$ cat config.mk
export PLATFORM = sky130hd
export DESIGN_NAME = lsch_div
export DESIGN_NICKNAME = d
export VERILOG_FILES = /design/src/rtl/lsch_pkg.sv /design/src/rtl/lsch_div.sv
export SDC_FILE = /design/constraint.sdc
export NUM_CORES = 1
export LEC_CHECK = 0
export BUFFER_PORTS_ARGS = -buffer_cell sky130_fd_sc_hd__buf_2
export CAP_MARGIN = 15
export CELL_PAD_IN_SITES_DETAIL_PLACEMENT = 1
export CELL_PAD_IN_SITES_GLOBAL_PLACEMENT = 2
export CORE_UTILIZATION = 36
export CTS_CLUSTER_DIAMETER = 50
export DETAILED_ROUTE_END_ITERATION = 12
export PLACE_DENSITY_LB_ADDON = 0.1
export SLEW_MARGIN = 20
export SYNTH_ARGS = -nofsm -noshare
export SYNTH_HDL_FRONTEND = slang
export SYNTH_SLANG_ARGS = --single-unit
$ cat constraint.sdc
create_clock -name clk_i -period 3.66 [get_ports clk_i]
set_input_delay 0.549 -clock clk_i [delete_from_list [all_inputs] [get_ports clk_i]]
set_output_delay 0.549 -clock clk_i [all_outputs]
set_load 0.02 [all_outputs]
$ cat src/rtl/lsch_pkg.sv
// Shared types, constants and the exponent table of the classifier head.
`default_nettype none
package lsch_pkg;

  localparam int MAX_LABELS_DEF = 16;
  localparam int MAX_HIDDEN_DEF = 1024;
  localparam int EXP_TABLE_SIZE = 256;
  localparam int EXP_IDX_W      = $clog2(EXP_TABLE_SIZE);
  localparam int COUNT_W        = 11;
  localparam int QUOT_W         = 34;

  localparam logic [63:0] LN2_Q30   = 64'd744261118;
  localparam logic [16:0] LOG2E_Q16 = 17'd94548;

  typedef enum logic [1:0] {
    KIND_WEIGHT = 2'd0,
    KIND_BIAS   = 2'd1,
    KIND_ELEM   = 2'd2,
    KIND_NONE   = 2'd3
  } kind_e;

  typedef enum logic [1:0] {
    REG_NUM_LABELS  = 2'd0,
    REG_HIDDEN_SIZE = 2'd1,
    REG_INV_TEMP    = 2'd2,
    REG_THRESHOLD   = 2'd3
  } reg_e;

  // Element item as it travels down the row of cells.
  typedef struct packed {
    logic              valid;
    logic              acc_en;
    logic [6:0]        n_labels;
    logic signed [15:0] value;
  } tok_t;

  typedef logic [16:0] exp_tab_t [EXP_TABLE_SIZE];

  // Entry i holds 2^(-i/EXP_TABLE_SIZE) in Q16, from a Q30 Taylor series of e^-x.
  function automatic exp_tab_t build_exp_table();
    exp_tab_t    tab;
    logic [63:0] x;
    logic [63:0] term;
    longint      sum;
    for (int i = 0; i < EXP_TABLE_SIZE; i++) begin
      x    = (64'(i) * LN2_Q30 + 64'(EXP_TABLE_SIZE / 2)) / EXP_TABLE_SIZE;
      term = 64'd1 << 30;
      sum  = longint'(term);
      for (int k = 1; k <= 14; k++) begin
        term = ((term * x) >> 30) / 64'(k);
        if (k % 2 == 1) begin
          sum = sum - longint'(term);
        end else begin
          sum = sum + longint'(term);
        end
      end
      if (sum < 0) begin
        sum = 0;
      end
      tab[i] = 17'((64'(sum) + 64'd8192) >> 14);
    end
    return tab;
  endfunction

  localparam exp_tab_t EXP_TABLE = build_exp_table();

endpackage
`default_nettype wire

$ cat src/rtl/lsch_div.sv
// Restoring divider, one quotient bit per cycle.
`default_nettype none
module lsch_div #(
  parameter int NW = lsch_pkg::QUOT_W,
  parameter int DW = 21
) (
  input  wire logic          clk_i,
  input  wire logic          rst_ni,
  input  wire logic          start_i,
  input  wire logic [NW-1:0] dividend_i,
  input  wire logic [DW-1:0] divisor_i,
  output logic               done_o,
  output logic [NW-1:0]      quotient_o
);

  localparam int CW = $clog2(NW + 1);

  logic [DW-1:0] rem_q;
  logic [NW-1:0] quo_q;
  logic [DW-1:0] dvs_q;
  logic [CW-1:0] cnt_q;
  logic          run_q;
  logic          done_q;
  logic [DW:0]   trial;
  logic          fits;

  assign trial = {rem_q, quo_q[NW-1]};
  assign fits  = trial >= {1'b0, dvs_q};

  always_ff @(posedge clk_i or negedge rst_ni) begin
    if (!rst_ni) begin
      run_q  <= 1'b0;
      done_q <= 1'b0;
      cnt_q  <= '0;
    end else begin
      done_q <= 1'b0;
      if (start_i) begin
        run_q <= 1'b1;
        cnt_q <= '0;
      end else if (run_q) begin
        if (cnt_q == CW'(NW - 1)) begin
          run_q  <= 1'b0;
          done_q <= 1'b1;
        end
        cnt_q <= cnt_q + 1'b1;
      end
    end
  end

  always_ff @(posedge clk_i) begin
    if (start_i) begin
      rem_q <= '0;
      quo_q <= dividend_i;
      dvs_q <= divisor_i;
    end else if (run_q) begin
      rem_q <= fits ? DW'(trial - {1'b0, dvs_q}) : DW'(trial);
      quo_q <= {quo_q[NW-2:0], fits};
    end
  end

  assign done_o     = done_q;
  assign quotient_o = quo_q;

endmodule
`default_nettype wire

==> results.tsv <==
stage	metric	value	unit
floorplanning	die outline width	114	µm
finish	share of post-route cells with drive strength above 1	33.5	%
worst_setup_path	R2R cell count	12	
run	max cap viols	0	
synth	Synth cell types	58	
status	status	completed	
synth	post-synth top area share	36.9	%
synth	Synth Flop Type	edfxtp_1	
finish	ANT cells	0	
floorplanning	core footprint	0.0121	mm²
synth	Syn Inst Count	385	
floorplanning	Die Height	114	µm
sta	period utilisation layout	88.6	%
finish	area delta synth->final	21.7	%
clock_tree	clk sinks	84	
worst_setup_path	crit path launch type	flop	
synth	Post-synth top cells	edfxtp_1, mux2_2, nor2_1	
synth	synthesized area	0.00448	mm²
sta	final setup margin	418	ps
detailed_routing	post-route ant nets	0	
hold_path	worst hold path class	in2async	
grt	initial antenna violation count	0	
worst_setup_path	flop-to-flop setup slack	420	ps
sta	Slew HR	57.2	%
detailed_routing	Initial DRC Count	159	
place	post-DP HPWL	7690	µm
worst_setup_path	Worst Path Required	3920	ps
detailed_routing	routed len/inst	16.2	µm
detailed_routing	Vias/cell	5.09	
sta	Worst-Margin Slew	639	ps
synth	Yosys top cell by area	edfxtp_1	
grt	first-pass GRT wire length	17600	µm
worst_setup_path	CP Class	reg2reg	
synth	register area share after synthesis	50.8	%
floorplanning	Rows	40	
clock_tree	Root Buffer	clkbuf_16	
power	LEAKAGE	0.00235	µW
synth	synthesized flop and latch total	84	
clock_tree	clock transition at the registers of the reported paths	70	ps
detailed_routing	via count	3316	
sta	Setup violations, final	0	
floorplanning	Die ar.	0.0129	mm²
worst_setup_path	reg2reg start	quotient_o[33]	
place	pre-CTS WS	418	ps
power	VDD IR-drop max	0.254	mV
clock_tree	CTS tree	yes	
sta	Fmax	308	MHz
clock_tree	post-CTS resize count	0	
sta	Fin Setup TNS	0	ps
worst_setup_path	crit path max fanout	8	
place	GP Congestion	0.694	
grt	largest net degree at the start of global routing	60	
sta	max-slew violations	0	
place	PortBufs	92	
detailed_routing	DR DRC count	0	
grt	grt ovf	0	
finish	nets@finish	560	
clock_tree	worst skew pair latency	350	ps
clock_tree	Num CTS Buffers	9	
sta	post-layout min period	3240	ps
clock_tree	# Post-CTS Setup Buffers	0	
synth	asr flop ratio synth	9.52	%
synth	Post-Synthesis Net Count	467	
grt	total track usage	17.7	%
clock_tree	H-tree lvl count	3	
worst_setup_path	crit end category	flop	
sta	clock skew	8.92	ps
synth	number of synthesized flops with an enable pin	55	
detailed_routing	drt first pass iters	4	
synth	Syn Area/Cell	11.6	µm²
sta	Final Hold Viols	0	
worst_setup_path	worst path arrival time	3500	ps
clock_tree	CTS Hold Bufs	0	
worst_setup_path	reg2reg end	rem_q[3]	
sta	RSZ-0062 raised after global routing	false	
floorplanning	Initial Util	37.1	%
power	Pwr Density	675	mW/mm²
synth	Synthesis Warnings	0	
clock_tree	Clock Path Buffers	2	
synth	top post-synthesis cells by area	edfxtp_1, dfxtp_1, mux2_2, ha_1, dfrtp_1	
detailed_routing	DRT Wirelength	10500	µm
floorplanning	num ports	93	
synth	top-count cell post-synth	edfxtp_1	
grt	vias in the first global route	3544	
critical path, stage by stage, from the launching register on:
cell and delay (ps):
edfxtp_1 380, inv_1 90, ha_1 170, inv_1 60
fa_1 400, a21o_1 210, a221o_2 390, and4_4 220
o311ai_4 270, nand2_1 330, buf_4 280, mux2i_1 120
a211oi_1 240
placed cells by master, fill, tap and decap left out, types with 8 or more instances in the layout:
cell	netlist	routed
xor2_1	8	8
nand2_1	18	18
nor2_1	31	31
o21ai_0	15	15
mux2_2	35	35
a21o_1	8	8
xnor2_1	8	8
ha_1	23	23
inv_1	28	28
a211oi_1	10	10
dfrtp_1	8	8
a21oi_1	13	13
dfxtp_1	21	21
buf_2	2	91
clkbuf_16	0	9
edfxtp_1	55	55
flip-flops by register name, summed over array words and instances, names as in the netlist:
signal and count:
rem_q 21, dvs_q 21, run_q 1, cnt_q 6
quotient_o 34, done_o 1
area by class of cell:
type / count / area, µm²
fillers: 1313 / 6620
flip-flops and latches: 84 / 2270
multi-input cells: 258 / 2010
repair buffers: 97 / 513
clock buffers: 9 / 225
well taps: 168 / 210
clock inverters: 7 / 108
inverters: 28 / 105
per-layer routing:
| metal | track usage, % | share of wire [%] | vias up |
|---|---|---|---|
| li1 | - | - | 1629 |
| met1 | 21.9 | 46 | 1601 |
| met2 | 28.5 | 46 | 69 |
| met3 | 5.63 | 5.7 | 17 |
| met4 | 7.72 | 2.2 | 0 |
| met5 | 0 | 0 | - |
worst max-delay path by stage:
stage / startpoint / to / slack, ps
floorplan: quotient_o[33] / rem_q[0] / 570
global placement: quotient_o[33] / rem_q[4] / 530
detailed placement: quotient_o[33] / rem_q[3] / 420
CTS: quotient_o[33] / rem_q[3] / 400
global route: quotient_o[33] / rem_q[3] / 290
finish: quotient_o[33] / rem_q[3] / 420
where the power goes:
group / switching, µW / internal, µW
combinational: 753 / 590
sequential: 125 / 1190
clock: 406 / 611
total: 1280 / 2390
cells by family after synthesis:
family	after synthesis	share of synthesized area, %
adder cells (fa/ha/maj)	24	6.88
XOR/XNOR	16	3.13
flip-flops	84	50.8
multiplexers	40	9.92
AND/OR/NAND/NOR	91	10.3
buffers and inverters	43	4.28
AO/OA/AOI/OAI	87	14.7
through the flow:
step	area [µm²]	std cells	util, %	total power [µW]	hold slack [ps]
after floorplan	4480	385	-	2360	253
after CTS	5450	651	45.1	3730	21.5
after detailed placement	5110	635	42.4	2680	407
after global routing	5450	651	45.1	3930	35.0
after global placement	5110	635	42.4	2660	403
final	5450	651	45.1	3680	34.6
(Power assumes the default switching activity.)
